--- config.mk ---
export PLATFORM = sky130hd
export DESIGN_NAME = bgrlb_outq_flat
export DESIGN_NICKNAME = d
export VERILOG_FILES = /design/src/hw/rtl/bgrlb_pkg.sv /design/src/hw/rtl/bgrlb_if.sv /design/src/hw/rtl/bgrlb_outq.sv /design/src/flat_wrapper.sv
export SDC_FILE = /design/constraint.sdc
export NUM_CORES = 1
export LEC_CHECK = 0
export BUFFER_PORTS_ARGS = -buffer_cell sky130_fd_sc_hd__buf_2
export CORE_ASPECT_RATIO = 1.1
export CORE_MARGIN = 4
export CORE_UTILIZATION = 35
export DETAILED_ROUTE_END_ITERATION = 16
export GPL_TIMING_DRIVEN = 0
export SLEW_MARGIN = 20
export SYNTH_ARGS = -nofsm -noshare
export SYNTH_HDL_FRONTEND = slang
export SYNTH_SLANG_ARGS = --single-unit
--- constraint.sdc ---
create_clock -name clock -period 1.22 [get_ports clock]
set_input_delay 0.122 -clock clock [delete_from_list [all_inputs] [get_ports clock]]
set_output_delay 0.122 -clock clock [all_outputs]
set_load 0.005 [all_outputs]
--- src/hw/rtl/bgrlb_pkg.sv ---
// ----------------------------------------------------------------------------
// bgrlb_pkg
// Types and constants shared by the pixel to LED bit-plane converter.
// ----------------------------------------------------------------------------
package bgrlb_pkg;

   localparam logic OP_PIXEL = 1'b0;
   localparam logic OP_READ  = 1'b1;

   localparam logic FMT_24 = 1'b0;
   localparam logic FMT_32 = 1'b1;

   localparam logic [1:0] PHASE_BLUE  = 2'd0;
   localparam logic [1:0] PHASE_GREEN = 2'd1;
   localparam logic [1:0] PHASE_RED   = 2'd2;
   localparam logic [1:0] PHASE_ALPHA = 2'd3;

   localparam logic [1:0] PLANE_RED   = 2'd0;
   localparam logic [1:0] PLANE_GREEN = 2'd1;
   localparam logic [1:0] PLANE_BLUE  = 2'd2;

   localparam logic [2:0] REG_PIXEL_FORMAT = 3'd0;
   localparam logic [2:0] REG_IMAGE_WIDTH  = 3'd1;
   localparam logic [2:0] REG_IMAGE_HEIGHT = 3'd2;
   localparam logic [2:0] REG_BOTTOM_UP    = 3'd3;
   localparam logic [2:0] REG_THRESHOLD    = 3'd4;

   localparam logic        RST_PIXEL_FORMAT = 1'b0;
   localparam logic [11:0] RST_IMAGE_WIDTH  = 12'd96;
   localparam logic [11:0] RST_IMAGE_HEIGHT = 12'd24;
   localparam logic        RST_BOTTOM_UP    = 1'b1;
   localparam logic [7:0]  RST_THRESHOLD    = 8'd127;

   localparam logic [12:0] ROW_COUNT_MAX = 13'h1FFF;

   localparam logic [13:0] DIV3_MUL   = 14'd43;
   localparam int          DIV3_SHIFT = 7;

   localparam int PLANES = 3;
   localparam int WORD_W = PLANES * 8;

   typedef struct packed {
      logic        pixel_format;
      logic [11:0] image_width;
      logic [11:0] image_height;
      logic        bottom_up;
      logic [7:0]  threshold;
   } cfg_type;

   typedef struct packed {
      logic       is_read;
      logic       store;
      logic [2:0] color;
      logic [2:0] bit_sel;
      logic [1:0] plane;
      logic       rd_ok;
      logic       written;
      logic       clipped;
   } cmd_type;

   typedef struct packed {
      logic [7:0] read_data;
      logic       pixel_written;
      logic       pixel_clipped;
   } rsp_type;

endpackage

--- src/hw/rtl/bgrlb_if.sv ---


interface bgrlb_rsp_if;
   logic       valid;
   logic       ready;
   logic [7:0] read_data;
   logic       pixel_written;
   logic       pixel_clipped;

   modport source (output valid, read_data, pixel_written, pixel_clipped, input ready);
   modport sink (input valid, read_data, pixel_written, pixel_clipped, output ready);
endinterface

--- src/hw/rtl/bgrlb_outq.sv ---
// ----------------------------------------------------------------------------
// bgrlb_outq
// Two-entry response queue that decouples the pipeline from the sink.
// ----------------------------------------------------------------------------
module bgrlb_outq (
   input  logic               clock,
   input  logic               reset,
   input  logic               push,
   input  bgrlb_pkg::rsp_type push_data,
   output logic [1:0]         level,
   output logic               pop,
   bgrlb_rsp_if.source        rsp_bus
);

   bgrlb_pkg::rsp_type entry_ff [2];
   logic               wr_ptr_ff, rd_ptr_ff;
   logic [1:0]         level_ff;
   bgrlb_pkg::rsp_type head;

   assign head                  = entry_ff[rd_ptr_ff];
   assign rsp_bus.valid         = level_ff != 2'd0;
   assign rsp_bus.read_data     = head.read_data;
   assign rsp_bus.pixel_written = head.pixel_written;
   assign rsp_bus.pixel_clipped = head.pixel_clipped;
   assign pop                   = rsp_bus.valid && rsp_bus.ready;
   assign level                 = level_ff;

   always_ff @(posedge clock) begin
      if (reset) begin
         wr_ptr_ff <= 1'b0;
         rd_ptr_ff <= 1'b0;
         level_ff  <= 2'd0;
      end else begin
         if (push) begin
            wr_ptr_ff <= ~wr_ptr_ff;
         end
         if (pop) begin
            rd_ptr_ff <= ~rd_ptr_ff;
         end
         level_ff <= level_ff + {1'b0, push} - {1'b0, pop};
      end
   end

   always_ff @(posedge clock) begin
      if (push) begin
         entry_ff[wr_ptr_ff] <= push_data;
      end
   end

endmodule

--- src/flat_wrapper.sv ---
// flat-port wrapper written by rule: the top's interface ports become plain ports
module bgrlb_outq_flat 
  (clock, reset, push, push_data, level, pop, rsp_bus_valid, rsp_bus_read_data, rsp_bus_pixel_written, rsp_bus_pixel_clipped, rsp_bus_ready);
  bgrlb_rsp_if rsp_bus_i ();
  input  logic clock;
  input  logic reset;
  input  logic push;
  input  bgrlb_pkg::rsp_type push_data;
  output logic [1:0] level;
  output logic pop;
  output wire logic [$bits(rsp_bus_i.valid)-1:0] rsp_bus_valid;
  output wire logic [$bits(rsp_bus_i.read_data)-1:0] rsp_bus_read_data;
  output wire logic [$bits(rsp_bus_i.pixel_written)-1:0] rsp_bus_pixel_written;
  output wire logic [$bits(rsp_bus_i.pixel_clipped)-1:0] rsp_bus_pixel_clipped;
  input wire logic [$bits(rsp_bus_i.ready)-1:0] rsp_bus_ready;
  assign rsp_bus_valid = rsp_bus_i.valid;
  assign rsp_bus_read_data = rsp_bus_i.read_data;
  assign rsp_bus_pixel_written = rsp_bus_i.pixel_written;
  assign rsp_bus_pixel_clipped = rsp_bus_i.pixel_clipped;
  assign rsp_bus_i.ready = rsp_bus_ready;
  bgrlb_outq u_core (.clock(clock), .reset(reset), .push(push), .push_data(push_data), .level(level), .pop(pop), .rsp_bus(rsp_bus_i));
endmodule
* Word-level counts from Yosys, hierarchy flattened
Memory sizes are Yosys's and may differ from the RTL's. A register that Yosys moved wholly into a read port is not among the register bits. Cells that the tools add are included.
Word-level totals: register bits after elaboration 4, latch bits 0, bits in writable memories 20, memory bits (read-only) 0, bits of input ports 14, output and inout bits 14, logic and storage cells 14, memories kept 1
Cells by class: add/sub/neg operators 2, multipliers 0, div/mod/pow operators 0, $lt $le $gt $ge 0, equal/unequal tests 0, shifts and indexed selects 0, mux-type cells 4, bitwise operators 2, reduce and logical (&&, ||, !) cells 2
Memories:
- u_core.entry_ff | depth 2, width 10, rd ports 1, clocked after memory_dff 1, wr ports 1, RTL line bgrlb_outq.sv:15 | bgrlb_pkg::rsp_type entry_ff [2];
Operators with widths (count):
- $mux W1 | 4
- $add A2 B1 Y2 | 1
- $not A1 Y1 | 2
- $reduce_bool A2 Y1 | 1
- $sub A2 B1 Y2 | 1
- $logic_and A1 B1 Y1 | 1

* Depth between registers and ports, before layout
depth in word-level cells 4, gate-level depth with buffers 6, depth with buffers taken out 6

* Worst setup path after synthesis
OpenSTA, ideal clock, no wires.
path kind register to register, start point register u_core.level_ff[0], in the netlist u_core.level[0], end point register u_core.level_ff[0], in the netlist u_core.level[0], library setup time 114 ps, arrival time 1247 ps, required time 1106 ps, path slack -141 ps, cell stages (with the launch flop) 6, buffers on the path 0, period minus slack after synthesis 1361 ps, cell sequence dfxtp_1 -> o21a_4 -> ha_1 -> inv_1 -> ha_1 -> and2b_1
Between the ends: cells in the longest elaborated chain, start to end 3, elaborated cells between the ends (all ways) 4, those cells by class add/sub (2); reduce/logical (2)
RTL lines:
- start, declared | RTL line bgrlb_outq.sv:17 | logic [1:0] level_ff;
- start signal, assigned | RTL line bgrlb_outq.sv:40 | level_ff <= level_ff + {1'b0, push} - {1'b0, pop};
- $reduce_bool A2 Y1 | RTL line bgrlb_outq.sv:21 | assign rsp_bus.valid = level_ff != 2'd0;
- $logic_and A1 B1 Y1 | RTL line bgrlb_outq.sv:25 | assign pop = rsp_bus.valid && rsp_bus.ready;
- named net pop | RTL line flat_wrapper.sv:10 | output logic pop;
- $sub A2 B1 Y2 | RTL line bgrlb_outq.sv:40
The timed path passes the listed nets, and every way through them passes these cells. A chain may end at the register's enable or synchronous reset.

==> flow_summary.yaml <==
synth:
  syn_nets: 69
  postSynthCellCount: 53
  ys_ff_latch: 25
  synth_cell_type_count: 15
  synth_seq_area_share: 0.721
  syn_avg_cell_area_um2: 18.3
  yosys_warnings: 0
  synthesis.area_um2: 972
setup_path:
  slowest_delay_ps: 370
  cp.depth: 3
  slowest_stage: "dfxtp_2"
  path_cells: "buf_6 -> mux2_4 -> buf_6"
  crit_path_end_kind: "output pin"
  worstReg2RegStart: "u_core.level[0]"
  crit_buf_inv: 2
  reg2reg_depth: 6
  crit_fanout: 5
  critical_path_class: "flip-flop to output pin"
  cp-start-kind: "flip-flop"
  cp.required_ps: 1100
  cp_common_cell: "buf_6"
  cp_data_arrival_time_ps: 1240
  crit_family: "flip-flops"
floorplanning:
  io_pins: 28
  start_util: 0.379
  placementRows: 19
  die_w_um: 58.3
  fp.dieArea_mm2: 0.00369
  core_mm2: 0.00257
  die_y_um: 63.3
timing:
  hold_violations: 0
  fmax_mhz: 735
  grt_setup_unrepaired: "true"
  drv_slew: 0
  post-route-min-period_ps: 1360
  worstMarginPinSlew_ps: 311
  skew_ps: 5.70
  setup_slack_ps: -141
  relSlewSlack: 0.792
  setup_viol_count_final: 14
  fin_crit_sh: 1.12
global_route:
  grt_remaining_overflow: 0
  grt_usage: 0.104
  grt_pass1_vias: 623
  grt_pass1_wl_um: 2790
  grt_max_degree: 14
  antenna_found_initial: 0
pwr:
  cellPowerDensity_mw_per_mm2: 1710
  leakage_uw: 0.000615
  ir_drop_mv: 1.01
route:
  drtPass1Iterations: 4
  drtAntennaViolNets: 0
  vias: 592
  drc: 0
  via_per_inst: 4.55
  post_drt_wl_per_cell_um: 13.5
  drt-initial-drc-count: 10
  routed_wl_um: 1760
cells_and_area:
  stdcell_area_mm2: 0.00148
  final_common_cell: "edfxtp_1"
  diodes: 0
  final_nets: 116
  drive_gt1_frac: 0.586
  syn_to_final_growth_pct: 52.3
  fin_cells: 130
  layout_common_cells: "20 x edfxtp_1, 16 x buf_6, 16 x buf_2"
place:
  place_ws_ps: -267
  routabilityCongestion: 0.615
  place_area_mm2: 0.00117
  dp.cells: 111
  numPortBuffers: 27
cts:
  clkTransAtPathRegs_ps: 130
  clock-sinks: 25
  ctsLongestPathBuffers: 2
  cts-root-buf: "clkbuf_4"
  cts-buffers-inserted: 3
  cts_tree: "built"
  clk_latency_ps: 300
  htreeDepth: 1
outcome:
  violations: "setup timing"
  status: "finished, violations left"
worst_hold_path:
  hold_start: "push_data[5]"
  hold_path_class: "primary input to flip-flop"
  hold_depth: 1
run:
  drv_cap: 0
[worst register-to-register path, delay by kind of cell (launching register included)]
kind | cells | cell delay (ps)
adders and majority gates | 2 | 400
DFF | 1 | 380
AOI/OAI and AO/OA | 1 | 210
xor gates and xnor gates | 1 | 160
and+or+nand+nor | 1 | 100
buffers and inverters | 1 | 30
[stage by stage]
stage / hold WS [ps] / total power (µW) / setup TNS [ps] / util
detailed placement: 314 / 1800 / -2880 / 0.457
global route: 2.39 / 2680 / -2310 / 0.577
finish: 25.2 / 2520 / -1560 / 0.577
floorplan: 181 / 1560 / -171 / -
CTS: 13.5 / 2380 / -2030 / 0.534
global placement: 311 / 1760 / -2350 / 0.457
[report_power, final]
group          internal [µW]  total, µW  switching [µW]
clock network            127        350             223
logic                    726       1080             352
registers               1040       1100            59.0
total                   1890       2520             633
[cells in the mapped netlist]
library cell  number  share of area
o21a_4             1          0.015
or2_2              1         0.0064
mux2_2            10           0.12
nor2b_1            1         0.0064
edfxtp_1          20           0.62
inv_1              2         0.0077
ha_1               2          0.026
nor2_1             3          0.012
xnor2_1            1         0.0090
xnor3_1            1          0.023
mux2_4             2          0.031
and2_1             1         0.0064
buf_2              1         0.0051
and2b_1            2          0.015
dfxtp_1            5           0.10
[sequential cells by signal, indices dropped and copies added (netlist names), named ones only]
register	cells
u_core.entry_ff	20
u_core.level	2
u_core.rd_ptr_ff	1
u_core.wr_ptr_ff	1
[path summary, 6_finish.rpt]
path	endpoint	slack (ps)
setup / recovery	rsp_bus_read_data[0]	-140
hold / removal	u_core.entry_ff[0][5]	30
setup reg to reg	u_core.level[1]	-120
hold reg to reg	u_core.wr_ptr_ff	600
[area by class of cell]
cell class                      count  area [µm²]
Fill cell                         216        1090
Sequential cell                    25         707
Timing Repair Buffer               42         357
Multi-Input combinational cell     25         333
Tap cell                           31        38.8
Clock buffer                        4        26.3
Buffer                              1        11.3
Inverter                            2        7.51
[logic make-up after synthesis]
family | Yosys count | synth area share
buffers and inverters | 3 | 0.0129
adders and majority gates | 2 | 0.0257
xor gates and xnor gates | 2 | 0.0322
AOI/OAI and AO/OA | 1 | 0.0154
muxes | 12 | 0.147
DFF | 25 | 0.721
and+or+nand+nor | 8 | 0.0463
[routing by layer]
metal	track usage	up-vias	wire (µm)	share of wire
li1	-	286	-	-
met3	0.0224	2	103	0.059
met2	0.182	17	946	0.54
met4	0.0522	0	18	0.010
met5	0	-	0	0
met1	0.116	287	690	0.39
[repair_timing]
action	in CTS	in global routing
resized for setup	15	20
buffers inserted	2	2
cloned	1	0
pin swaps	2	2
endpoints found under the hold margin	19	0
endpoints found under the setup margin	23	24
hold buffers	10	0
(Power assumes the default switching activity.)
