--- src/hw/rtl/bgrlb_pkg.sv ---
// ----------------------------------------------------------------------------
// bgrlb_pkg
// Types and constants shared by the pixel to LED bit-plane converter.
// ----------------------------------------------------------------------------
package bgrlb_pkg;

   localparam logic OP_PIXEL = 1'b0;
   localparam logic OP_READ  = 1'b1;

   localparam logic FMT_24 = 1'b0;
   localparam logic FMT_32 = 1'b1;

   localparam logic [1:0] PHASE_BLUE  = 2'd0;
   localparam logic [1:0] PHASE_GREEN = 2'd1;
   localparam logic [1:0] PHASE_RED   = 2'd2;
   localparam logic [1:0] PHASE_ALPHA = 2'd3;

   localparam logic [1:0] PLANE_RED   = 2'd0;
   localparam logic [1:0] PLANE_GREEN = 2'd1;
   localparam logic [1:0] PLANE_BLUE  = 2'd2;

   localparam logic [2:0] REG_PIXEL_FORMAT = 3'd0;
   localparam logic [2:0] REG_IMAGE_WIDTH  = 3'd1;
   localparam logic [2:0] REG_IMAGE_HEIGHT = 3'd2;
   localparam logic [2:0] REG_BOTTOM_UP    = 3'd3;
   localparam logic [2:0] REG_THRESHOLD    = 3'd4;

   localparam logic        RST_PIXEL_FORMAT = 1'b0;
   localparam logic [11:0] RST_IMAGE_WIDTH  = 12'd96;
   localparam logic [11:0] RST_IMAGE_HEIGHT = 12'd24;
   localparam logic        RST_BOTTOM_UP    = 1'b1;
   localparam logic [7:0]  RST_THRESHOLD    = 8'd127;

   localparam logic [12:0] ROW_COUNT_MAX = 13'h1FFF;

   localparam logic [13:0] DIV3_MUL   = 14'd43;
   localparam int          DIV3_SHIFT = 7;

   localparam int PLANES = 3;
   localparam int WORD_W = PLANES * 8;

   typedef struct packed {
      logic        pixel_format;
      logic [11:0] image_width;
      logic [11:0] image_height;
      logic        bottom_up;
      logic [7:0]  threshold;
   } cfg_type;

   typedef struct packed {
      logic       is_read;
      logic       store;
      logic [2:0] color;
      logic [2:0] bit_sel;
      logic [1:0] plane;
      logic       rd_ok;
      logic       written;
      logic       clipped;
   } cmd_type;

   typedef struct packed {
      logic [7:0] read_data;
      logic       pixel_written;
      logic       pixel_clipped;
   } rsp_type;

endpackage

--- src/hw/rtl/bgrlb_front.sv ---
// ----------------------------------------------------------------------------
// bgrlb_front
// Byte decode: tracks pixel position and forms the framebuffer command.
// ----------------------------------------------------------------------------
module bgrlb_front #(
   parameter int PANEL_BYTES_PER_ROW = 12,
   parameter int PANEL_LINES = 24,
   parameter int AW = 9
) (
   input  logic                 clock,
   input  logic                 reset,
   input  logic                 accept,
   input  logic                 operation,
   input  logic [7:0]           data_byte,
   input  logic                 frame_start,
   input  logic [6:0]           read_row,
   input  logic [3:0]           read_col,
   input  bgrlb_pkg::cfg_type   cfg,
   output bgrlb_pkg::cmd_type   cmd,
   output logic [AW-1:0]        addr
);

   localparam int PANEL_ROWS = PANEL_LINES * 3;
   localparam int PANEL_COLS = PANEL_BYTES_PER_ROW * 8;

   logic [11:0] col_ff, col_in, col_cur, col_inc;
   logic [12:0] row_ff, row_in, row_cur, row_inc, line;
   logic [1:0]  phase_ff, phase_in, phase_cur;
   logic [1:0]  partial_ff, partial_in, partial_cur;
   logic [1:0]  pad_ff, pad_in, pad_cur, three_w, pad_calc;
   logic        bit_on, in_image, on_panel, row_end;
   logic [6:0]  quot, quot3, rem_full;
   logic [13:0] quot_prod;
   logic [AW-1:0] pix_addr, rd_addr;

   always_comb begin
      col_cur     = frame_start ? 12'd0 : col_ff;
      row_cur     = frame_start ? 13'd0 : row_ff;
      phase_cur   = frame_start ? bgrlb_pkg::PHASE_BLUE : phase_ff;
      partial_cur = frame_start ? 2'd0 : partial_ff;
      pad_cur     = frame_start ? 2'd0 : pad_ff;
      bit_on      = data_byte >= cfg.threshold;

      in_image = row_cur < {1'b0, cfg.image_height};
      line     = cfg.bottom_up ? ({1'b0, cfg.image_height} - 13'd1 - row_cur) : row_cur;
      on_panel = in_image && (line < 13'(PANEL_LINES)) && (col_cur < 12'(PANEL_COLS));
      col_inc  = col_cur + 12'd1;
      row_end  = col_inc >= cfg.image_width;
      row_inc  = (row_cur == bgrlb_pkg::ROW_COUNT_MAX) ? row_cur : row_cur + 13'd1;
      three_w  = cfg.image_width[1:0] + {cfg.image_width[0], 1'b0};
      pad_calc = 2'd0 - three_w;
      pix_addr = AW'(32'(line) * PANEL_BYTES_PER_ROW + 32'(col_cur[11:3]));

      quot_prod = 14'(read_row) * bgrlb_pkg::DIV3_MUL;
      quot      = 7'(quot_prod >> bgrlb_pkg::DIV3_SHIFT);
      quot3     = {quot[5:0], 1'b0} + quot;
      rem_full  = read_row - quot3;
      rd_addr   = AW'(32'(quot) * PANEL_BYTES_PER_ROW + 32'(read_col));

      col_in     = col_ff;
      row_in     = row_ff;
      phase_in   = phase_ff;
      partial_in = partial_ff;
      pad_in     = pad_ff;
      cmd        = '0;
      addr       = (operation == bgrlb_pkg::OP_READ) ? rd_addr : pix_addr;

      cmd.bit_sel = col_cur[2:0];
      cmd.plane   = rem_full[1:0];
      cmd.rd_ok   = (10'(read_row) < 10'(PANEL_ROWS)) &&
                    (7'(read_col) < 7'(PANEL_BYTES_PER_ROW));

      if (operation == bgrlb_pkg::OP_READ) begin
         cmd.is_read = 1'b1;
      end else if (accept) begin
         col_in     = col_cur;
         row_in     = row_cur;
         phase_in   = phase_cur;
         partial_in = partial_cur;
         pad_in     = pad_cur;
         if (pad_cur != 2'd0) begin
            pad_in = pad_cur - 2'd1;
         end else begin
            case (phase_cur)
               bgrlb_pkg::PHASE_BLUE: begin
                  partial_in = {bit_on, 1'b0};
                  phase_in   = bgrlb_pkg::PHASE_GREEN;
               end
               bgrlb_pkg::PHASE_GREEN: begin
                  partial_in = {partial_cur[1], bit_on};
                  phase_in   = bgrlb_pkg::PHASE_RED;
               end
               bgrlb_pkg::PHASE_RED: begin
                  partial_in  = 2'd0;
                  phase_in    = (cfg.pixel_format == bgrlb_pkg::FMT_32) ?
                                bgrlb_pkg::PHASE_ALPHA : bgrlb_pkg::PHASE_BLUE;
                  cmd.color   = {partial_cur, bit_on};
                  cmd.store   = on_panel;
                  cmd.written = on_panel;
                  cmd.clipped = !on_panel;
                  col_in      = col_inc;
                  if (row_end) begin
                     col_in = 12'd0;
                     row_in = row_inc;
                     if (cfg.pixel_format == bgrlb_pkg::FMT_24) begin
                        pad_in = pad_calc;
                     end
                  end
               end
               default: begin
                  phase_in = bgrlb_pkg::PHASE_BLUE;
               end
            endcase
         end
      end
   end

   always_ff @(posedge clock) begin
      if (reset) begin
         col_ff     <= '0;
         row_ff     <= '0;
         phase_ff   <= bgrlb_pkg::PHASE_BLUE;
         partial_ff <= '0;
         pad_ff     <= '0;
      end else begin
         col_ff     <= col_in;
         row_ff     <= row_in;
         phase_ff   <= phase_in;
         partial_ff <= partial_in;
         pad_ff     <= pad_in;
      end
   end

endmodule

--- config.mk ---
export PLATFORM = sky130hd
export DESIGN_NAME = bgrlb_front
export DESIGN_NICKNAME = d
export VERILOG_FILES = /design/src/hw/rtl/bgrlb_pkg.sv /design/src/hw/rtl/bgrlb_front.sv
export SDC_FILE = /design/constraint.sdc
export NUM_CORES = 1
export LEC_CHECK = 0
export ABC_AREA = 1
export BUFFER_PORTS_ARGS = -buffer_cell sky130_fd_sc_hd__buf_4
export CELL_PAD_IN_SITES_DETAIL_PLACEMENT = 0
export CELL_PAD_IN_SITES_GLOBAL_PLACEMENT = 1
export CORE_MARGIN = 2
export CORE_UTILIZATION = 28
export DETAILED_ROUTE_END_ITERATION = 8
export GPL_TIMING_DRIVEN = 0
export PLACE_DENSITY = 0.66
export SYNTH_ARGS = -nofsm -noshare
export SYNTH_HDL_FRONTEND = slang
export SYNTH_SLANG_ARGS = --single-unit
--- constraint.sdc ---
create_clock -name clock -period 8.2 [get_ports clock]
set_input_delay 1.64 -clock clock [delete_from_list [all_inputs] [get_ports clock]]
set_output_delay 1.64 -clock clock [all_outputs]
set_load 0.02 [all_outputs]
; ---- Yosys cells after proc, flatten, opt, wreduce, memory -nomap -nowiden
; Cells that the tools add are included.
[word_totals]
regBits = 31
in_bits = 58
output_inout_bits = 22
[op_classes]
add_sub_neg = 11
mul = 3
n_lt_le_gt_ge = 7
n_eq_ne = 3
mux = 32
bitwise_logic = 1
n_reduce_logical = 7
[ops]
columns = cell, count
row1 = 13-bit 2-to-1 mux, 6
row2 = 12-bit 2-to-1 mux, 4
row3 = 2-bit 2-to-1 mux, 14
row4 = 4-bit 2-to-1 mux, 4
row5 = "13-bit by 1-bit adder with 13-bit output, second input constant", 1
row6 = "13-bit equality test, second input constant", 1
row7 = 13-bit by 12-bit less-than comparator with 1-bit output, 1
row8 = "13-bit by 5-bit less-than comparator with 1-bit output, second input constant", 1
row9 = "13-bit by 2-bit multiplier with 7-bit output, second input constant", 1
row10 = "7-bit by 6-bit multiplier with 13-bit output, second input constant", 1
row11 = "12-bit by 1-bit subtractor with 13-bit output, second input constant", 1
row12 = 13-bit subtractor, 1
row13 = "12-bit by 1-bit adder with 12-bit output, second input constant", 1
row14 = 12-bit >= comparator, 1
row15 = "12-bit by 7-bit less-than comparator with 1-bit output, second input constant", 1
row16 = 2-bit one-hot mux with 3 select lines, 2
row17 = 9-bit by 4-bit adder with 9-bit output, 1
row18 = 9-bit adder, 1
row19 = 9-bit 2-to-1 mux, 1
row20 = 8-bit >= comparator, 1
row21 = "7-bit less-than comparator, second input constant", 1
row22 = "6-bit by 2-bit multiplier with 7-bit output, second input constant", 1
row23 = 2-bit adder, 2
row24 = "4-bit less-than comparator, second input constant", 1
row25 = other kinds (12), 14

; ---- Longest topological paths before layout
[logic_depth]
depth_word = 11
ltp_mapped = 24

; ---- Least setup slack after synthesis
; OpenSTA, ideal clock, no wires.
[synth_path]
kind = input-to-output
start = input read_row[2]
end = output addr[8]
arrival_ps = 5540
required_ps = 6560
path_slack_ps = 1020
cell_stages = 22
n_path_buf = 0
path_cell_list = ha_1 > fa_1 > inv_1 > fa_1 > inv_1 > ha_1 > a21oi_1 > o21ai_0 > a21oi_1 > inv_1 > a21oi_1 > xnor2_1 > ha_1 > a21oi_1 > nand2_1 > xor2_1 > nand2_1 > o21ai_0 > nand2_1 > nand2_1 > nand3_1 > nand2_1
[synth_via]
elab_chain_cells = 4
[synth_rtl]
columns = element, line_no
row1 = "start, declared", bgrlb_front.sv:16  ; input logic [6:0] read_row,
row2 = 7-bit by 6-bit multiplier with 13-bit output, bgrlb_front.sv:54  ; quot_prod = 14'(read_row) * bgrlb_pkg::DIV3_MUL;
row3 = 6-bit by 2-bit multiplier with 7-bit output, bgrlb_front.sv:58  ; rd_addr = AW'(32'(quot) * PANEL_BYTES_PER_ROW + 32'(read_col));
row4 = 9-bit by 4-bit adder with 9-bit output, bgrlb_front.sv:58
row5 = 9-bit 2-to-1 mux, bgrlb_front.sv:66  ; addr = (operation == bgrlb_pkg::OP_READ) ? rd_addr : pix_addr;
row6 = "end, declared", bgrlb_front.sv:20  ; output logic [AW-1:0] addr
; Every way passes these cells.

; ---- Final worst setup path
; Ends and elaborated chain as after synthesis.

==> metrics.yaml <==
floorplanning:
  die_area_mm2: 0.0200
  placeableCoreArea_mm2: 0.0186
  fp-row-count: 50
  height_of_the_die_um: 141
  effective_utilization_at_floorplan: 0.284
  io_pins: 80
  die_width_um: 141
critical_path:
  crit_required_ns: 6.56
  worst_ep_arrival_time_ns: 6.06
  critPathLaunchType: "primary input"
  r2r-start: "col_ff[0]"
  critical_path.endpoint_type: "primary output"
  startpoint: "read_row[2]"
  crit_fanout: 4
  path_cells: "buf_4 -> ha_1 -> fa_1 -> inv_1 -> fa_1 -> inv_1 -> ha_1 -> a21oi_1 -> o21ai_0 -> a21oi_1 -> xnor2_1 -> ha_1 -> fa_1 -> xor2_1 -> inv_1 -> nor2_1 -> nand2_1 -> o21ai_0 -> nand3_1 -> nand3_1 -> nand2_1 -> buf_4"
  critical_path_class: "primary input to primary output"
  critPathMaxStageDelay_ns: 0.52
  timing.critical_path.slowest_stage_cell: "sky130_fd_sc_hd__fa_1"
synthesis:
  syn-cell-area_mm2: 0.00528
  post_synthesis_cell_type_count: 42
  async_reset_ff_frac: 0
  register_area_share_after_synthesis: 0.118
  ys_seq_elements: 31
  yosys_warnings: 0
  postSynthNetCount: 996
  synth-edff-count: 0
  yosys_most_used_dff: "sky130_fd_sc_hd__dfxtp_1"
  synth_cells: 828
  syn_area_per_cell_um2: 6.37
timing:
  finClkSkew_ns: 0.00707
  setup_slack_of_the_critical_path_after_layout_ns: 0.498
  timing_hold_violations_final: 0
  period_share: 0.939
  worstMarginPinSlew_ns: 0.692
  slew_headroom: 0.539
  timing.final.max_slew_violations: 0
  setup_violations: 0
  timing.fmax_mhz: 130
  rsz0062_at_grt: "false"
  finalWorstPathRequiredPeriod_ns: 7.70
  timing.setup.tns_ns: 0
cts:
  holdBufCountCts: 0
  path_clk_slew_ns: 0.05
  cts_sinks: 31
  root_buffer: "sky130_fd_sc_hd__clkbuf_16"
  htree_num_levels: 2
  clock_latency_ns: 0.28
  tritoncts.num_buffers: 5
  postCtsResizedCells: 0
  cts_setup_buffers: 0
  clock_tree_from_tritoncts: "built"
  cts_max_path_buffers: 2
route:
  drc: 0
  met3_wirelength_um: 523
  wl_met1_um: 7060
  total_via_count_in_the_routed_design: 5155
  first_pass_iters: 4
  route.met2.wl_um: 6680
  route.antenna.remaining_nets: 0
  maxUsedRoutingLayer: "met4"
  route.detailed.vias_per_inst: 4.49
  routed_wire_length_per_instance_um: 12.5
  drt_first_iter_violations: 210
  routed_wl_um: 14300
power_and_ir_drop:
  power.clock.fraction: 0.166
  power.density_mw_per_mm2: 176
  sequentialPowerShare: 0.145
  switchingPower_w: 0.000519
  p_comb_frac: 0.689
  power.static_leakage_nw: 3.39
  power.switching_fraction: 0.469
  internal_power_w: 0.000588
  peakVddDrop_uv: 144
finish:
  fillerInstances: 2056
  fin_nets: 1080
  layout.cell_area.non_filler_mm2: 0.00628
  antenna_cells_inserted: 0
  layout.core_utilization: 0.338
  final_common_cell: "sky130_fd_sc_hd__nand2_1"
  area_delta_synth_final_pct: 19.1
  commonest_cells_after_routing_fill_and_taps_aside: "sky130_fd_sc_hd__nand2_1 (178), sky130_fd_sc_hd__inv_1 (159), sky130_fd_sc_hd__ha_1 (99)"
  fraction_of_final_layout_cells_with_drive_strength_greater_than_1: 0.123
  multi_input_logic_area_mm2: 0.00397
  register_area_um2: 621
placed_design:
  place.gp.congestion: 0.817
  place.port_buffers: 77
  post_placement_setup_slack_ns: 0.494
  placement.cell_area_mm2: 0.00615
  detailedPlacementHpwl_um: 12000
hold_path:
  hold_class: "register to register"
  hp-start: "row_ff[12]"
grt:
  grt_use_total: 0.148
  grt_start_max_net_pins: 11
  grt_pass1_wl_um: 24200
  first_global_vias: 4942
  globalRouteOverflowTotal: 0
  antenna_found_initial: 0
outcome:
  status: "complete, no violations"
flow_run:
  cap_violations: 0
through the flow:
| stage | power [W] | hold WS (ns) | std cells |
|---|---|---|---|
| 3_3_place_gp | 0.000933 | 0.456 | 1139 |
| 6_report | 0.00111 | 0.467 | 1147 |
| 4_1_cts | 0.00112 | 0.467 | 1147 |
| 2_1_floorplan | 0.000708 | 0.437 | 828 |
| 5_1_grt | 0.00123 | 0.496 | 1147 |
| 3_5_place_dp | 0.000933 | 0.460 | 1139 |
kinds of logic after synthesis:
logic type,share of synthesized area
AO/OA/AOI/OAI,0.142
XOR/XNOR,0.0481
adder cells (fa/ha/maj),0.277
buffers and inverters,0.131
flip-flops,0.118
AND/OR/NAND/NOR,0.285
worst paths after layout:
check             cells after the start          to  slack [ns]
setup / recovery                     22     addr[8]        0.50
hold / removal                        2  row_ff[12]        0.47
setup reg to reg                     19   row_ff[2]        4.79
hold reg to reg                       2  row_ff[12]        0.47
metal layers:
layer	up-vias	GRT usage
met5	-	0
met4	0	0.0195
met3	8	0.0199
met2	64	0.255
met1	2244	0.201
li1	2839	-
power groups by stage:
stage / clock, W / sequential (W) / combinational, W
global route: 0.000191 / 0.000162 / 0.000882
finish: 0.000184 / 0.000161 / 0.000763
global placement: 0 / 0.000164 / 0.000769
detailed placement: 0 / 0.000164 / 0.000769
CTS: 0.000185 / 0.000161 / 0.000774
floorplan: 0 / 0.000163 / 0.000544
registers in the layout, summed over array words and instances (netlist names):
register,cells
row_ff,13
partial_ff,2
phase_ff,2
col_ff,12
pad_ff,2
final cells by class:
| cell class | instances | share of cell area |
|---|---|---|
| multi-input combinational | 619 | 0.631 |
| sequential | 31 | 0.0987 |
| inverter | 164 | 0.0979 |
| timing repair buffer | 77 | 0.0920 |
| tap | 234 | 0.0466 |
| clock buffer | 7 | 0.0211 |
| buffer | 14 | 0.0119 |
| clock inverter | 1 | 0.000796 |
synth_stat cells, types with 3 or more instances:
cell type,number,area share
sky130_fd_sc_hd__a21oi_1,68,0.065
sky130_fd_sc_hd__a31oi_1,9,0.011
sky130_fd_sc_hd__clkbuf_1,10,0.0071
sky130_fd_sc_hd__dfxtp_1,31,0.12
sky130_fd_sc_hd__fa_1,11,0.042
sky130_fd_sc_hd__ha_1,99,0.23
sky130_fd_sc_hd__inv_1,159,0.11
sky130_fd_sc_hd__inv_2,4,0.0028
sky130_fd_sc_hd__nand2_1,178,0.13
sky130_fd_sc_hd__nand2_2,5,0.0059
sky130_fd_sc_hd__nand3_1,40,0.038
sky130_fd_sc_hd__nand3b_1,3,0.0043
sky130_fd_sc_hd__nand4_1,14,0.017
sky130_fd_sc_hd__nor2_1,74,0.053
sky130_fd_sc_hd__nor2_2,3,0.0036
sky130_fd_sc_hd__nor2_4,4,0.0085
sky130_fd_sc_hd__nor3_1,6,0.0057
sky130_fd_sc_hd__nor3_2,3,0.0057
sky130_fd_sc_hd__o21ai_0,47,0.045
sky130_fd_sc_hd__xnor2_1,11,0.018
sky130_fd_sc_hd__xor2_1,18,0.030
critical path, delay by kind of cell:
family                   cells  cell delay (ns)
adder cells (fa/ha/maj)      6             2.29
XOR/XNOR                     2             0.41
buffers and inverters        5             0.46
AO/OA/AOI/OAI                4             0.74
AND/OR/NAND/NOR              5             0.49
Power figures use the tool's default switching activity.
