`src/hw/rtl/bgrlb_pkg.sv`:
```
// ----------------------------------------------------------------------------
// bgrlb_pkg
// Types and constants shared by the pixel to LED bit-plane converter.
// ----------------------------------------------------------------------------
package bgrlb_pkg;

   localparam logic OP_PIXEL = 1'b0;
   localparam logic OP_READ  = 1'b1;

   localparam logic FMT_24 = 1'b0;
   localparam logic FMT_32 = 1'b1;

   localparam logic [1:0] PHASE_BLUE  = 2'd0;
   localparam logic [1:0] PHASE_GREEN = 2'd1;
   localparam logic [1:0] PHASE_RED   = 2'd2;
   localparam logic [1:0] PHASE_ALPHA = 2'd3;

   localparam logic [1:0] PLANE_RED   = 2'd0;
   localparam logic [1:0] PLANE_GREEN = 2'd1;
   localparam logic [1:0] PLANE_BLUE  = 2'd2;

   localparam logic [2:0] REG_PIXEL_FORMAT = 3'd0;
   localparam logic [2:0] REG_IMAGE_WIDTH  = 3'd1;
   localparam logic [2:0] REG_IMAGE_HEIGHT = 3'd2;
   localparam logic [2:0] REG_BOTTOM_UP    = 3'd3;
   localparam logic [2:0] REG_THRESHOLD    = 3'd4;

   localparam logic        RST_PIXEL_FORMAT = 1'b0;
   localparam logic [11:0] RST_IMAGE_WIDTH  = 12'd96;
   localparam logic [11:0] RST_IMAGE_HEIGHT = 12'd24;
   localparam logic        RST_BOTTOM_UP    = 1'b1;
   localparam logic [7:0]  RST_THRESHOLD    = 8'd127;

   localparam logic [12:0] ROW_COUNT_MAX = 13'h1FFF;

   localparam logic [13:0] DIV3_MUL   = 14'd43;
   localparam int          DIV3_SHIFT = 7;

   localparam int PLANES = 3;
   localparam int WORD_W = PLANES * 8;

   typedef struct packed {
      logic        pixel_format;
      logic [11:0] image_width;
      logic [11:0] image_height;
      logic        bottom_up;
      logic [7:0]  threshold;
   } cfg_type;

   typedef struct packed {
      logic       is_read;
      logic       store;
      logic [2:0] color;
      logic [2:0] bit_sel;
      logic [1:0] plane;
      logic       rd_ok;
      logic       written;
      logic       clipped;
   } cmd_type;

   typedef struct packed {
      logic [7:0] read_data;
      logic       pixel_written;
      logic       pixel_clipped;
   } rsp_type;

endpackage

```
`src/hw/rtl/bgrlb_rmw.sv`:
```
// ----------------------------------------------------------------------------
// bgrlb_rmw
// Framebuffer read-modify-write stage with forwarding and the reset clear.
// ----------------------------------------------------------------------------
module bgrlb_rmw #(
   parameter int DEPTH = 288,
   parameter int AW = 9
) (
   input  logic                          clock,
   input  logic                          reset,
   input  logic                          accept,
   input  bgrlb_pkg::cmd_type            cmd,
   input  logic [AW-1:0]                 addr,
   input  logic [bgrlb_pkg::WORD_W-1:0]  ram_rdata,
   output logic                          ram_we,
   output logic [AW-1:0]                 ram_waddr,
   output logic [bgrlb_pkg::WORD_W-1:0]  ram_wdata,
   output logic                          clearing,
   output logic                          res_valid,
   output bgrlb_pkg::rsp_type            res
);

   logic                         s1_valid_ff;
   bgrlb_pkg::cmd_type           s1_cmd_ff;
   logic [AW-1:0]                s1_addr_ff;
   logic                         fwd_ff, fwd_in;
   logic [bgrlb_pkg::WORD_W-1:0] fwd_data_ff;
   logic                         clr_busy_ff;
   logic [AW-1:0]                clr_addr_ff;
   logic [bgrlb_pkg::WORD_W-1:0] cur_word, new_word;
   logic                         upd_we;
   logic [7:0]                   sel_byte;

   always_comb begin
      cur_word = fwd_ff ? fwd_data_ff : ram_rdata;
      new_word = cur_word;
      for (int p = 0; p < bgrlb_pkg::PLANES; p++) begin
         new_word[8 * p + int'(s1_cmd_ff.bit_sel)] = s1_cmd_ff.color[p];
      end
      case (s1_cmd_ff.plane)
         bgrlb_pkg::PLANE_RED:   sel_byte = cur_word[7:0];
         bgrlb_pkg::PLANE_GREEN: sel_byte = cur_word[15:8];
         default:                sel_byte = cur_word[23:16];
      endcase
   end

   assign upd_we    = s1_valid_ff && s1_cmd_ff.store;
   assign ram_we    = clr_busy_ff || upd_we;
   assign ram_waddr = clr_busy_ff ? clr_addr_ff : s1_addr_ff;
   assign ram_wdata = clr_busy_ff ? '0 : new_word;
   assign fwd_in    = accept && upd_we && (addr == s1_addr_ff);
   assign clearing  = clr_busy_ff;

   assign res_valid         = s1_valid_ff;
   assign res.read_data     = (s1_cmd_ff.is_read && s1_cmd_ff.rd_ok) ? sel_byte : 8'd0;
   assign res.pixel_written = s1_cmd_ff.written;
   assign res.pixel_clipped = s1_cmd_ff.clipped;

   always_ff @(posedge clock) begin
      if (reset) begin
         s1_valid_ff <= 1'b0;
         fwd_ff      <= 1'b0;
         clr_busy_ff <= 1'b1;
         clr_addr_ff <= '0;
      end else begin
         s1_valid_ff <= accept;
         fwd_ff      <= fwd_in;
         if (clr_busy_ff) begin
            if (clr_addr_ff == AW'(DEPTH - 1)) begin
               clr_busy_ff <= 1'b0;
            end else begin
               clr_addr_ff <= clr_addr_ff + AW'(1);
            end
         end
      end
   end

   always_ff @(posedge clock) begin
      s1_cmd_ff   <= cmd;
      s1_addr_ff  <= addr;
      fwd_data_ff <= new_word;
   end

endmodule

```
`config.mk`:
```
export PLATFORM = sky130hd
export DESIGN_NAME = bgrlb_rmw
export DESIGN_NICKNAME = d
export VERILOG_FILES = /design/src/hw/rtl/bgrlb_pkg.sv /design/src/hw/rtl/bgrlb_rmw.sv
export SDC_FILE = /design/constraint.sdc
export NUM_CORES = 1
export LEC_CHECK = 0
export BUFFER_PORTS_ARGS = -buffer_cell sky130_fd_sc_hd__buf_2
export CELL_PAD_IN_SITES_DETAIL_PLACEMENT = 1
export CELL_PAD_IN_SITES_GLOBAL_PLACEMENT = 1
export CORE_MARGIN = 2
export CORE_UTILIZATION = 35
export CTS_CLUSTER_DIAMETER = 80
export DETAILED_ROUTE_END_ITERATION = 12
export PLACE_DENSITY = 0.76
export SYNTH_ARGS = -nofsm -noshare
export SYNTH_HDL_FRONTEND = slang
export SYNTH_SLANG_ARGS = --single-unit
```
`constraint.sdc`:
```
create_clock -name clock -period 1.55 [get_ports clock]
set_input_delay 0.2325 -clock clock [delete_from_list [all_inputs] [get_ports clock]]
set_output_delay 0.2325 -clock clock [all_outputs]
set_load 0.03 [all_outputs]
```
# Word level (Yosys, flattened, before mapping)
# Index checks and enable logic that the tools add are counted.
[totals]
regBits = 58
output_inout_bits = 46
wordCells = 53
[op_classes]
addsub = 3
magnitude_cmp = 6
n_eq_ne = 3
n_mux = 16
bitwise = 1
reduce_logical = 10
[ops]
columns = ["cell", "count"]
rows = [
  ["24-bit bitwise mux", 3],
  ["24-bit 2-to-1 mux", 2],
  ["8-bit case mux with 2 select lines", 1],
  ["1-bit demux with 5-bit select", 2],
  ["9-bit by 1-bit adder with 9-bit output, second input constant", 1],
  ["9-bit == test", 1],
  ["9-bit == test, second input constant", 1],
  ["9-bit 2-to-1 mux", 1],
  ["8-bit 2-to-1 mux", 1],
  ["1-bit logical AND", 7],
  ["5-bit by 3-bit adder with 6-bit output, first input constant", 1],
  ["6-bit by 1-bit greater-or-equal comparator with 1-bit output, second input constant", 1],
  ["3-bit by 6-bit < comparator with 1-bit output, second input constant", 1],
  ["5-bit by 6-bit < comparator with 1-bit output, second input constant", 1],
  ["6-bit < comparator, second input constant", 1],
  ["4-bit by 3-bit adder with 5-bit output, first input constant", 1],
  ["5-bit by 1-bit greater-or-equal comparator with 1-bit output, second input constant", 1],
  ["1-bit 2-to-1 mux", 5],
  ["1-bit demux with 3-bit select", 1],
  ["3-bit by 1-bit greater-or-equal comparator with 1-bit output, second input constant", 1],
  ["2-bit by 1-bit == test with 1-bit output, second input constant", 1],
  ["2-bit logical NOT", 1],
  ["2-bit AND reduction", 1],
  ["1-bit logical OR", 1],
  ["1-bit NOT", 1],
]

# Longest topological paths before layout
# Gate-level depths: netlist of run 1.
[depth]
ltp_word = 8
mapped_depth = 5
ltp_nobuf = 4

# Worst setup path after synthesis of run 1
# OpenSTA, ideal clock, no wires.
[synth_path]
path_kind = "flip-flop to output port"
startpoint = "register s1_cmd_ff[5] (netlist bit)"
endpoint = "output port ram_wdata[0] (netlist bit)"
arrival_time_ps = 1693
required_time_ps = 1317
slack_ps = -375
path_stages_with_launch = 5
path_buffers = 2
path_cell_list = "dfxtp_1 > buf_2 > or3_1 > buf_2 > a211oi_1"
[synth_via]
elab_chain_len = 8
elab_cells_between_ends = 21
cone_classes = "add/sub: 2; order compare: 6; mux: 10; reduce/logical: 3"
[synth_lines]
columns = ["element", "line_no", "text"]
rows = [
  ["start: declaration", "bgrlb_rmw.sv:24", "bgrlb_pkg::cmd_type s1_cmd_ff;"],
  ["start signal: assignment", "bgrlb_rmw.sv:79", "s1_cmd_ff <= cmd;"],
  ["4-bit by 3-bit adder with 5-bit output (tied with other cells)", "bgrlb_rmw.sv:38", "new_word[8 * p + int'(s1_cmd_ff.bit_sel)] = s1_cmd_ff.color[p];"],
  ["5-bit by 6-bit < comparator with 1-bit output (implied by the code) (tied with other cells)", "bgrlb_rmw.sv:38", ""],
  ["1-bit logical AND (implied by the code) / 1-bit 2-to-1 mux (equally long branches)", "bgrlb_rmw.sv:38", ""],
  ["1-bit 2-to-1 mux (implied by the code) / 1-bit demux with 3-bit select (equally long branches)", "bgrlb_rmw.sv:38", ""],
  ["1-bit demux with 5-bit select / 24-bit bitwise mux (equally long branches)", "bgrlb_rmw.sv:38", ""],
  ["24-bit bitwise mux", "bgrlb_rmw.sv:38", ""],
  ["24-bit bitwise mux (*)", "bgrlb_rmw.sv:38", ""],
  ["24-bit 2-to-1 mux (*)", "bgrlb_rmw.sv:50", "assign ram_wdata = clr_busy_ff ? '0 : new_word;"],
  ["end: declaration", "bgrlb_rmw.sv:17", "output logic [bgrlb_pkg::WORD_W-1:0] ram_wdata,"],
]
# Mark *: on every way between the ends. The rest lies on a longest branch, timed or not.

==> out/results.tsv, run 1 <==
stage	metric	value	unit
flow_run	max-cap violation count	0	
final_layout	layout cells sized above 1	62.2	%
critical_path	internal reg-to-reg setup slack	0.08	ns
synth	cell count after synthesis	263	
power_and_ir_drop	total power	3.59	mW
grt	Total GRT Usage	22.1	%
synth	Post-Syn Nets	313	
detailed_routing	routed vias	2644	
clocking	CTS tree	built	
clocking	Clk Latency, worst-skew pair	0.33	ns
critical_path	critical path fanouts, max	11	
critical_path	crit path kind	register to output pin	
final_layout	Area Overhead vs Synth	67.3	%
sta	pins over their slew limit	0	
synth	library cells used by synthesis	39	
final_layout	Antenna Cells	0	
detailed_routing	DRC Markers	0	
final_layout	Layout Nets	464	
floorplan	Die Wd	94.7	um
sta	Final Critical Period	2.01	ns
grt	first-pass GRT wire length	15100	um
grt	gr ovfl total	0	
detailed_routing	DR vias/cell	5.06	
synth	yosys warns	0	
critical_path	CP Launch Type	register	
sta	setup ws final	-0.464	ns
clocking	Bufs on Longest Clock Path	2	
critical_path	path depth of the worst reg2reg path	4	
worst_hold_path	Worst Hold Class	input pin to register	
grt	initial antenna violation count	0	
synth	Synth top area share	40.4	%
clocking	Sinks on Clock Net	58	
critical_path	reg-to-reg startpoint	clearing	
synth	cell area after synthesis	2880	um^2
placement	routability congestion estimate	0.785	
worst_hold_path	worst hold stages	1	
grt	number of global-route vias before repair	2977	
power_and_ir_drop	pwr/cell area	746	nW/um^2
sta	Slew @ Worst Pin	0.496	ns
outcome	outcome	finished, violations left	
floorplan	Rows	33	
critical_path	Req. time, crit path	1.32	ns
synth	syn_area_per_cell	10.9	um^2
placement	PortBufs	94	
synth	FF+latch count, synth	58	
critical_path	Setup crit end kind	output pin	
sta	Final setup viols	40	
synth	ys async rst share	0	%
clocking	total CTS buffers	9	
detailed_routing	routed wire length	9780	um
synth	synth cell count leaders	dfxtp_1 (58), mux2_2 (23), a21oi_1 (19), a211oi_1 (18), nor2_1 (17)	
sta	clk_skew	0.00514	ns
synth	Seq/Total Area, Yosys	40.4	%
floorplan	Core Area	8090	um^2
sta	final setup TNS	-11.87	ns
floorplan	Starting Density	35.5	%
floorplan	num ports	95	
synth	most frequent cell after synthesis	dfxtp_1	
final_layout	final core occ	59.5	%
detailed_routing	post-DR wirelength/cell	18.7	um
sta	Slew HR	66.7	%
placement	HPWL after DPL	6700	um
sta	RSZ-0062 raised after global routing	yes	
synth	Area contributors post-synth	dfxtp_1 (40%), mux2_2 (9.0%), mux4_2 (6.3%), mux2i_1 (5.6%), a211oi_1 (4.7%)	
outcome	violated checks	negative setup slack	
critical_path	crit path DAT	1.78	ns
worst_hold_path	worst hold path startpoint	addr[3]	
sta	Tcrit/Tclk final	130	%
worst_hold_path	hold path endpoint	s1_addr_ff[3]	
power_and_ir_drop	maximum vdd drop	0.508	mV
critical_path	FF-to-FF End	clr_addr_ff[7]	
detailed_routing	Antenna Nets Post-Route	0	
grt	largest net degree at the start of global routing	17	
floorplan	Die Height	94.7	um
clocking	CTS root buf	clkbuf_8	
clocking	Max H-tree Level	3	
sta	Hold Fails Final Rpt	0	
floorplan	die area	8960	um^2
synth	number of enable flip-flop cells after synthesis	0	
sta	Fmax	496	MHz
detailed_routing	1st-iter DRT viols	76	
power_and_ir_drop	Leakage	2.01	nW
synth	Synth Flop Type	dfxtp_1	
clocking	CTS clk-pin slew, worst paths	0.06	ns
detailed_routing	Pre-antenna DRT Iters	4	
synth	cell taking the most area after synthesis	dfxtp_1	
-- worst max-delay path by stage --
stage	from	endpoint	slack [ns]	depth (start not counted)
CTS	fwd_ff	ram_wdata[17]	-0.48	5
finish	fwd_ff	res[9]	-0.46	5
detailed placement	s1_cmd_ff[5]	ram_wdata[17]	-0.18	4
global route	fwd_ff	res[9]	-0.53	5
global placement	s1_cmd_ff[5]	ram_wdata[9]	-0.12	4
floorplan	s1_cmd_ff[6]	ram_wdata[0]	-0.09	4
-- area by class of cell --
| type | instances | area, um^2 |
|---|---|---|
| timing repair buffer | 157 | 1350 |
| clock inverter | 3 | 40.0 |
| multi-input combinational | 176 | 1920 |
| tap | 105 | 131 |
| inverter | 12 | 45.0 |
| fill | 874 | 3280 |
| sequential | 58 | 1180 |
| clock buffer | 12 | 145 |
-- report_power, final --
| group | switching (mW) | internal [mW] |
|---|---|---|
| registers | 0.0698 | 1.57 |
| logic | 0.272 | 0.313 |
| clock network | 0.586 | 0.774 |
-- placed cells by master, fill, tap and decap left out, types with 4 or more instances in the layout --
master | Yosys | final
nand3b_1 | 4 | 4
dfxtp_2 | 0 | 5
nand4_1 | 4 | 4
inv_1 | 12 | 9
nor2b_1 | 7 | 4
buf_2 | 6 | 61
nor2_2 | 0 | 6
buf_12 | 0 | 8
nand2_1 | 4 | 4
a211oi_4 | 0 | 13
a21oi_1 | 19 | 19
mux4_2 | 8 | 8
mux2_4 | 6 | 23
buf_4 | 4 | 29
dfxtp_1 | 58 | 49
clkbuf_8 | 0 | 10
dfxtp_4 | 0 | 4
dlygate4sd3_1 | 0 | 12
nor2b_4 | 6 | 6
o22ai_2 | 0 | 8
nor2_1 | 17 | 10
mux2_2 | 23 | 6
xnor2_1 | 9 | 9
mux2i_1 | 16 | 14
buf_6 | 4 | 45
-- sequential cells by signal, indices dropped and copies added (netlist names) --
signal       cells
fwd_data_ff     24
s1_cmd_ff       11
clr_addr_ff      9
s1_addr_ff       9
res              2
clearing         1
fwd_ff           1
res_valid        1
-- metal layers --
metal,vias to the layer above,part of all wire (%),global-route usage [%]
li1,1246,-,-
met1,1324,39,24.0
met2,68,56,42.5
met3,6,4.2,6.23
met4,0,0.69,3.99
met5,-,0,0
-- kinds of logic after synthesis --
| kind of cell | synth area share [%] |
|---|---|
| AND/OR/NAND/NOR | 15.0 |
| flip-flops | 40.4 |
| AO/OA/AOI/OAI | 11.9 |
| multiplexers | 24.0 |
| buffers and inverters | 5.61 |
| XOR/XNOR | 2.74 |
| adder cells (fa/ha/maj) | 0.435 |
-- critical path, cell delays in order, from the launching register on --
cell and delay (ns):
dfxtp_4 0.42, buf_8 0.18, mux4_2 0.51, inv_1 0.09, o22ai_2 0.07, buf_2 0.18
-- metrics by stage --
step / instance area [um^2] / hold WS, ns / setup slack [ns] / instances
after global routing: 4810 / 0.00429 / -0.532 / 523
after global placement: 4010 / 0.337 / -0.125 / 488
after floorplan: 3120 / 0.260 / -0.0862 / 263
after CTS: 4680 / 0.0127 / -0.483 / 520
final: 4810 / 0.0302 / -0.464 / 523
after detailed placement: 4010 / 0.338 / -0.184 / 488
-- repair_timing --
item                       4_1_cts  5_1_grt
resized for setup              105       28
hold endpoints to repair        12        0
setup buffers                    5        2
hold buffers                    12        0
setup endpoints to repair       42       45
pin swaps                        6        2
gates cloned                     0        1
Note: power is estimated with default switching activity, not from simulation.
==> run 2, diff against run 1 <==
- REMOVE_ABC_BUFFERS: unset -> 1
- SLEW_MARGIN: unset -> 20
==> out/results.tsv, run 2 (synthesis results as in run 1) <==
stage	metric	value	unit
critical_path	family with the most delay on the worst path	multiplexers	
final_layout	Area Overhead vs Synth	69.0	%
critical_path	Critical Path, Cell by Cell	buf_6 > mux2_4 > mux2_2 > nor2b_1 > buf_4	
sta	Final setup viols	42	
sta	Slew HR	65.3	%
detailed_routing	DRC Markers	0	
sta	Slew @ Worst Pin	0.519	ns
placement	Placed Cells	476	
grt	GRT met3 Usage	6.38	%
final_layout	layout cells sized above 1	66.7	%
floorplan	Starting Density	35.5	%
critical_path	Req. time, crit path	1.32	ns
final_layout	Layout Nets	465	
critical_path	path depth of the worst reg2reg path	6	
grt	initial antenna violation count	1	
sta	final setup TNS	-12.69	ns
detailed_routing	DR vias/cell	5.18	
detailed_routing	Antenna Nets Post-Route	0	
critical_path	crit path kind	register to output pin	
critical_path	Crit path largest cell delay	0.40	ns
sta	setup ws final	-0.445	ns
power_and_ir_drop	Leakage	2.03	nW
critical_path	critical path depth	5	
floorplan	Die Height	94.7	um
critical_path	crit path DAT	1.76	ns
critical_path	Setup crit end	ram_wdata[18]	
floorplan	Die Wd	94.7	um
clocking	Sinks on Clock Net	58	
final_layout	register area	1180	um^2
grt	Total GRT Usage	22.1	%
grt	first-pass GRT wire length	15000	um
placement	placed cell area	3610	um^2
critical_path	Crit. Startpoint	fwd_ff	
final_layout	most frequent cells in the layout	buf_2 (54), dfxtp_1 (53), buf_4 (44)	
floorplan	die area	8960	um^2
grt	GR Layer Usage met1	25.5	%
clocking	CTS root buf	clkbuf_8	
clocking	Max H-tree Level	3	
critical_path	CP Launch Type	register	
critical_path	Setup crit end kind	output pin	
sta	Tcrit/Tclk final	129	%
final_layout	most common cell after layout, fill and taps aside	buf_2	
detailed_routing	1st-iter DRT viols	79	
placement	routability congestion estimate	0.787	
clocking	Bufs on Longest Clock Path	2	
final_layout	Final Non-Filler Cells	526	
critical_path	reg-to-reg startpoint	clearing	
grt	number of global-route vias before repair	3018	
clocking	total CTS buffers	9	
sta	RSZ-0062 raised after global routing	yes	
grt	busiest grt layer	met2	
floorplan	Core Area	8090	um^2
sta	Final Critical Period	1.99	ns
sta	hold_ws	0.0232	ns
power_and_ir_drop	total power	3.59	mW
critical_path	crit path buf inv count	2	
final_layout	Top reg by flops	fwd_data_ff	
placement	HPWL after DPL	6050	um
critical_path	Slowest-stage cell, CP	dfxtp_4	
power_and_ir_drop	maximum vdd drop	0.461	mV
flow_run	max-cap violation count	0	
sta	pins over their slew limit	0	
grt	met2 Use GR	39.6	%
sta	Fmax	501	MHz
detailed_routing	post-DR wirelength/cell	20.2	um
critical_path	FF-to-FF End	clr_addr_ff[5]	
final_layout	area occupied by multi-input gates	2000	um^2
power_and_ir_drop	pwr/cell area	738	nW/um^2
outcome	outcome	finished, violations left	
grt	largest net degree at the start of global routing	16	
worst_hold_path	Worst Hold Class	input pin to register	
final_layout	top flop regs	fwd_data_ff x24, s1_cmd_ff x11	
clocking	CTS clk-pin slew, worst paths	0.07	ns
placement	PortBufs	94	
final_layout	max FFs per register	24	
sta	Hold Fails Final Rpt	0	
detailed_routing	routed vias	2725	
floorplan	Rows	33	
final_layout	fillers	869	
floorplan	num ports	95	
grt	gr ovfl total	0	
detailed_routing	Pre-antenna DRT Iters	4	
outcome	violated checks	negative setup slack	
critical_path	internal reg-to-reg setup slack	0.01	ns
final_layout	Layout Cell Area excl Fill	4860	um^2
clocking	Clk Latency, worst-skew pair	0.34	ns
sta	clk_skew	0.0108	ns
critical_path	critical path fanouts, max	5	
clocking	CTS tree	built	
detailed_routing	routed wire length	10600	um
-- run 2: final cells by class --
cell class                 instances  area share, %
clock buffer                      14           3.55
antenna                            1         0.0515
multi-input combinational        177           41.1
inverter                          12          0.927
tap                              105           2.70
clock inverter                     2          0.206
timing repair buffer             157           27.2
sequential                        58           24.3
-- run 2: timing repair --
| action | in CTS | in global routing |
|---|---|---|
| endpoints found under the hold margin | 10 | 1 |
| setup buffers | 13 | 5 |
| setup endpoints to repair | 41 | 44 |
| gates resized for setup | 128 | 75 |
| pin swaps | 23 | 18 |
| cloned | 3 | 4 |
| hold buffers | 10 | 1 |
-- run 2: worst min-delay path by stage --
| stage | to | cells past startpoint | start |
|---|---|---|---|
| 4_1_cts | s1_cmd_ff[5] | 1 | cmd[5] |
| 3_5_place_dp | s1_cmd_ff[10] | 1 | cmd[10] |
| 3_3_place_gp | res[1] | 1 | cmd[1] |
| 5_1_grt | s1_addr_ff[1] | 1 | addr[1] |
| 2_1_floorplan | res[0] | 0 | cmd[0] |
| 6_report | s1_addr_ff[7] | 1 | addr[7] |
-- run 2: worst reg2reg max path, stage by stage, from the launching register on --
cell	delay, ns
dfxtp_4	0.37
buf_6	0.12
buf_12	0.10
buf_6	0.09
nand4_4	0.11
a311oi_4	0.33
mux2_4	0.32
-- run 2: metal layers --
metal,vias up,share of wire (%)
met1,1351,39
li1,1271,-
met3,13,5.2
met2,90,54
met5,-,0
met4,0,1.3
-- run 2: per-stage QoR --
stage / setup slack [ns] / utilization, %
CTS: -0.454 / 56.0
floorplan: -1.11 / -
finish: -0.445 / 60.1
detailed placement: -0.145 / 44.6
global route: -0.511 / 60.1
global placement: -0.114 / 44.6
-- run 2: report_power, final --
part           switching [mW]  internal, mW
clock                   0.628         0.709
sequential             0.0753          1.57
combinational           0.282         0.320
==> run 3, diff against run 2 <==
- ABC_AREA: unset -> 1
- CORE_UTILIZATION: 35 -> 31
==> out/results.tsv, run 3 <==
stage	metric	value	unit
synth	synth cell count leaders	nand2_1 (128), inv_1 (69), dfxtp_1 (58), nor2_1 (39), o21ai_0 (38)	
grt	gr ovfl total	0	
synth	library cells used by synthesis	27	
synth	cell area after synthesis	2810	um^2
final_layout	Top reg by flops	fwd_data_ff	
critical_path	CP Launch Type	register	
synth	Synth Flop Type	dfxtp_1	
final_layout	Layout Nets	602	
synth	most frequent cell after synthesis	nand2_1	
placement	routability congestion estimate	0.786	
placement	Post-Place Worst Slack	0.0185	ns
critical_path	internal reg-to-reg setup slack	0.18	ns
floorplan	die area	9860	um^2
floorplan	Starting Density	32.1	%
floorplan	num ports	95	
final_layout	most common cell after layout, fill and taps aside	nand2_1	
clocking	Clk Latency, worst-skew pair	0.35	ns
detailed_routing	DR vias/cell	4.81	
synth	Synth top area share	41.3	%
clocking	Bufs on Longest Clock Path	2	
final_layout	Layout Cell Area excl Fill	4260	um^2
detailed_routing	routed wire length	10400	um
synth	ys async rst share	0	%
final_layout	top flop regs	fwd_data_ff x24, s1_cmd_ff x11	
grt	number of global-route vias before repair	3357	
synth	syn_area_per_cell	6.61	um^2
sta	Slew @ Worst Pin	0.352	ns
sta	pins over their slew limit	0	
sta	RSZ-0062 raised after global routing	yes	
grt	first-pass GRT wire length	16100	um
detailed_routing	routed vias	3201	
final_layout	final core occ	48.6	%
placement	PortBufs	94	
power_and_ir_drop	total power	3.52	mW
detailed_routing	Pre-antenna DRT Iters	4	
power_and_ir_drop	pwr/cell area	826	nW/um^2
sta	setup ws final	-0.306	ns
floorplan	Core Area	8760	um^2
critical_path	critical path fanouts, max	27	
sta	final setup TNS	-6.44	ns
power_and_ir_drop	maximum vdd drop	0.420	mV
synth	cell taking the most area after synthesis	dfxtp_1	
synth	yosys warns	0	
detailed_routing	1st-iter DRT viols	91	
placement	Placed Cells	629	
grt	largest net degree at the start of global routing	28	
placement	HPWL after DPL	6670	um
sta	Tcrit/Tclk final	120	%
detailed_routing	DRC Markers	0	
sta	Final setup viols	32	
critical_path	Setup crit end kind	output pin	
floorplan	Rows	34	
clocking	Max H-tree Level	3	
grt	initial antenna violation count	0	
power_and_ir_drop	Leakage	2.18	nW
synth	Seq/Total Area, Yosys	41.3	%
clocking	total CTS buffers	9	
critical_path	Req. time, crit path	1.32	ns
critical_path	crit path kind	register to output pin	
detailed_routing	post-DR wirelength/cell	15.6	um
detailed_routing	Antenna Nets Post-Route	0	
worst_hold_path	Worst Hold Class	input pin to register	
sta	Fmax	539	MHz
grt	Total GRT Usage	20.6	%
sta	Hold Fails Final Rpt	0	
synth	cell count after synthesis	426	
final_layout	Antenna Cells	0	
clocking	CTS root buf	clkbuf_8	
sta	Final Critical Period	1.86	ns
flow_run	max-cap violation count	0	
clocking	CTS tree	built	
placement	placed cell area	3460	um^2
synth	Area contributors post-synth	dfxtp_1 (41%), nand2_1 (17%), inv_1 (9.2%), o21ai_0 (6.8%), nor2_1 (5.2%)	
final_layout	Final Non-Filler Cells	665	
final_layout	layout cells sized above 1	36.8	%
synth	FF+latch count, synth	58	
floorplan	Die Height	99.3	um
clocking	Sinks on Clock Net	58	
final_layout	max FFs per register	24	
sta	Slew HR	76.5	%
outcome	violated checks	negative setup slack	
outcome	outcome	finished, violations left	
final_layout	Area Overhead vs Synth	51.4	%
floorplan	Die Wd	99.3	um
sta	clk_skew	0.0102	ns
synth	number of enable flip-flop cells after synthesis	0	
clocking	CTS clk-pin slew, worst paths	0.07	ns
critical_path	crit path DAT	1.62	ns
final_layout	most frequent cells in the layout	nand2_1 (112), inv_1 (67), buf_2 (57)	
sta	hold_ws	0.00535	ns
==> run 3: cell families (layout without fill, tap and decap cells) <==
| logic type | after synthesis | in the layout | share of synthesized area (%) |
|---|---|---|---|
| adder cells (fa/ha/maj) | 1 | 1 | 0.445 |
| AO/OA/AOI/OAI | 80 | 80 | 15.3 |
| XOR/XNOR | 4 | 4 | 1.25 |
| flip-flops | 58 | 58 | 41.3 |
| AND/OR/NAND/NOR | 195 | 195 | 28.5 |
| buffers and inverters | 88 | 219 | 13.3 |
==> run 3: worst max-delay path: stages (launching register included) <==
cell	delay, ns
dfxtp_4	0.39
buf_16	0.18
o21ai_1	0.23
nand2_1	0.09
nand2_1	0.08
o21ai_1	0.07
inv_1	0.08
buf_4	0.15
==> run 3: routing by layer <==
metal | global-route usage (%) | vias to the layer above | share of wire (%)
li1 | - | 1587 | -
met4 | 7.80 | 0 | 3.2
met1 | 23.8 | 1502 | 42
met3 | 4.85 | 25 | 4.5
met5 | 0 | - | 0
met2 | 36.7 | 87 | 50
==> run 3: area by class of cell <==
type / count / area [um^2]
Timing Repair Buffer: 129 / 973
Clock inverter: 6 / 57.6
Inverter: 74 / 288
Sequential cell: 58 / 1180
Fill cell: 1121 / 4500
Multi-Input combinational cell: 280 / 1500
Clock buffer: 10 / 128
Tap cell: 108 / 135
==> run 3: worst paths after layout <==
path | start | endpoint | depth (start not counted)
hold reg to reg | clr_addr_ff[3] | clr_addr_ff[3] | 1
setup reg to reg | clr_addr_ff[0] | clr_addr_ff[0] | 7
hold / removal | cmd[5] | s1_cmd_ff[5] | 1
setup / recovery | fwd_ff | res[6] | 7
==> run 3: repair_timing <==
item,4_1_cts,5_1_grt
gates resized for setup,101,53
pin swaps,1,6
setup buffers,1,2
hold buffers,14,1
setup endpoints to repair,42,40
gates cloned,2,0
endpoints found under the hold margin,14,1
==> run 3: power breakdown <==
part | leakage (nW) | internal, mW | total, mW | switching, mW
combinational | 1.59 | 0.211 | 0.510 | 0.299
clock | 0.0958 | 0.731 | 1.39 | 0.657
sequential | 0.487 | 1.57 | 1.62 | 0.0512
total | 2.18 | 2.51 | 3.52 | 1.01
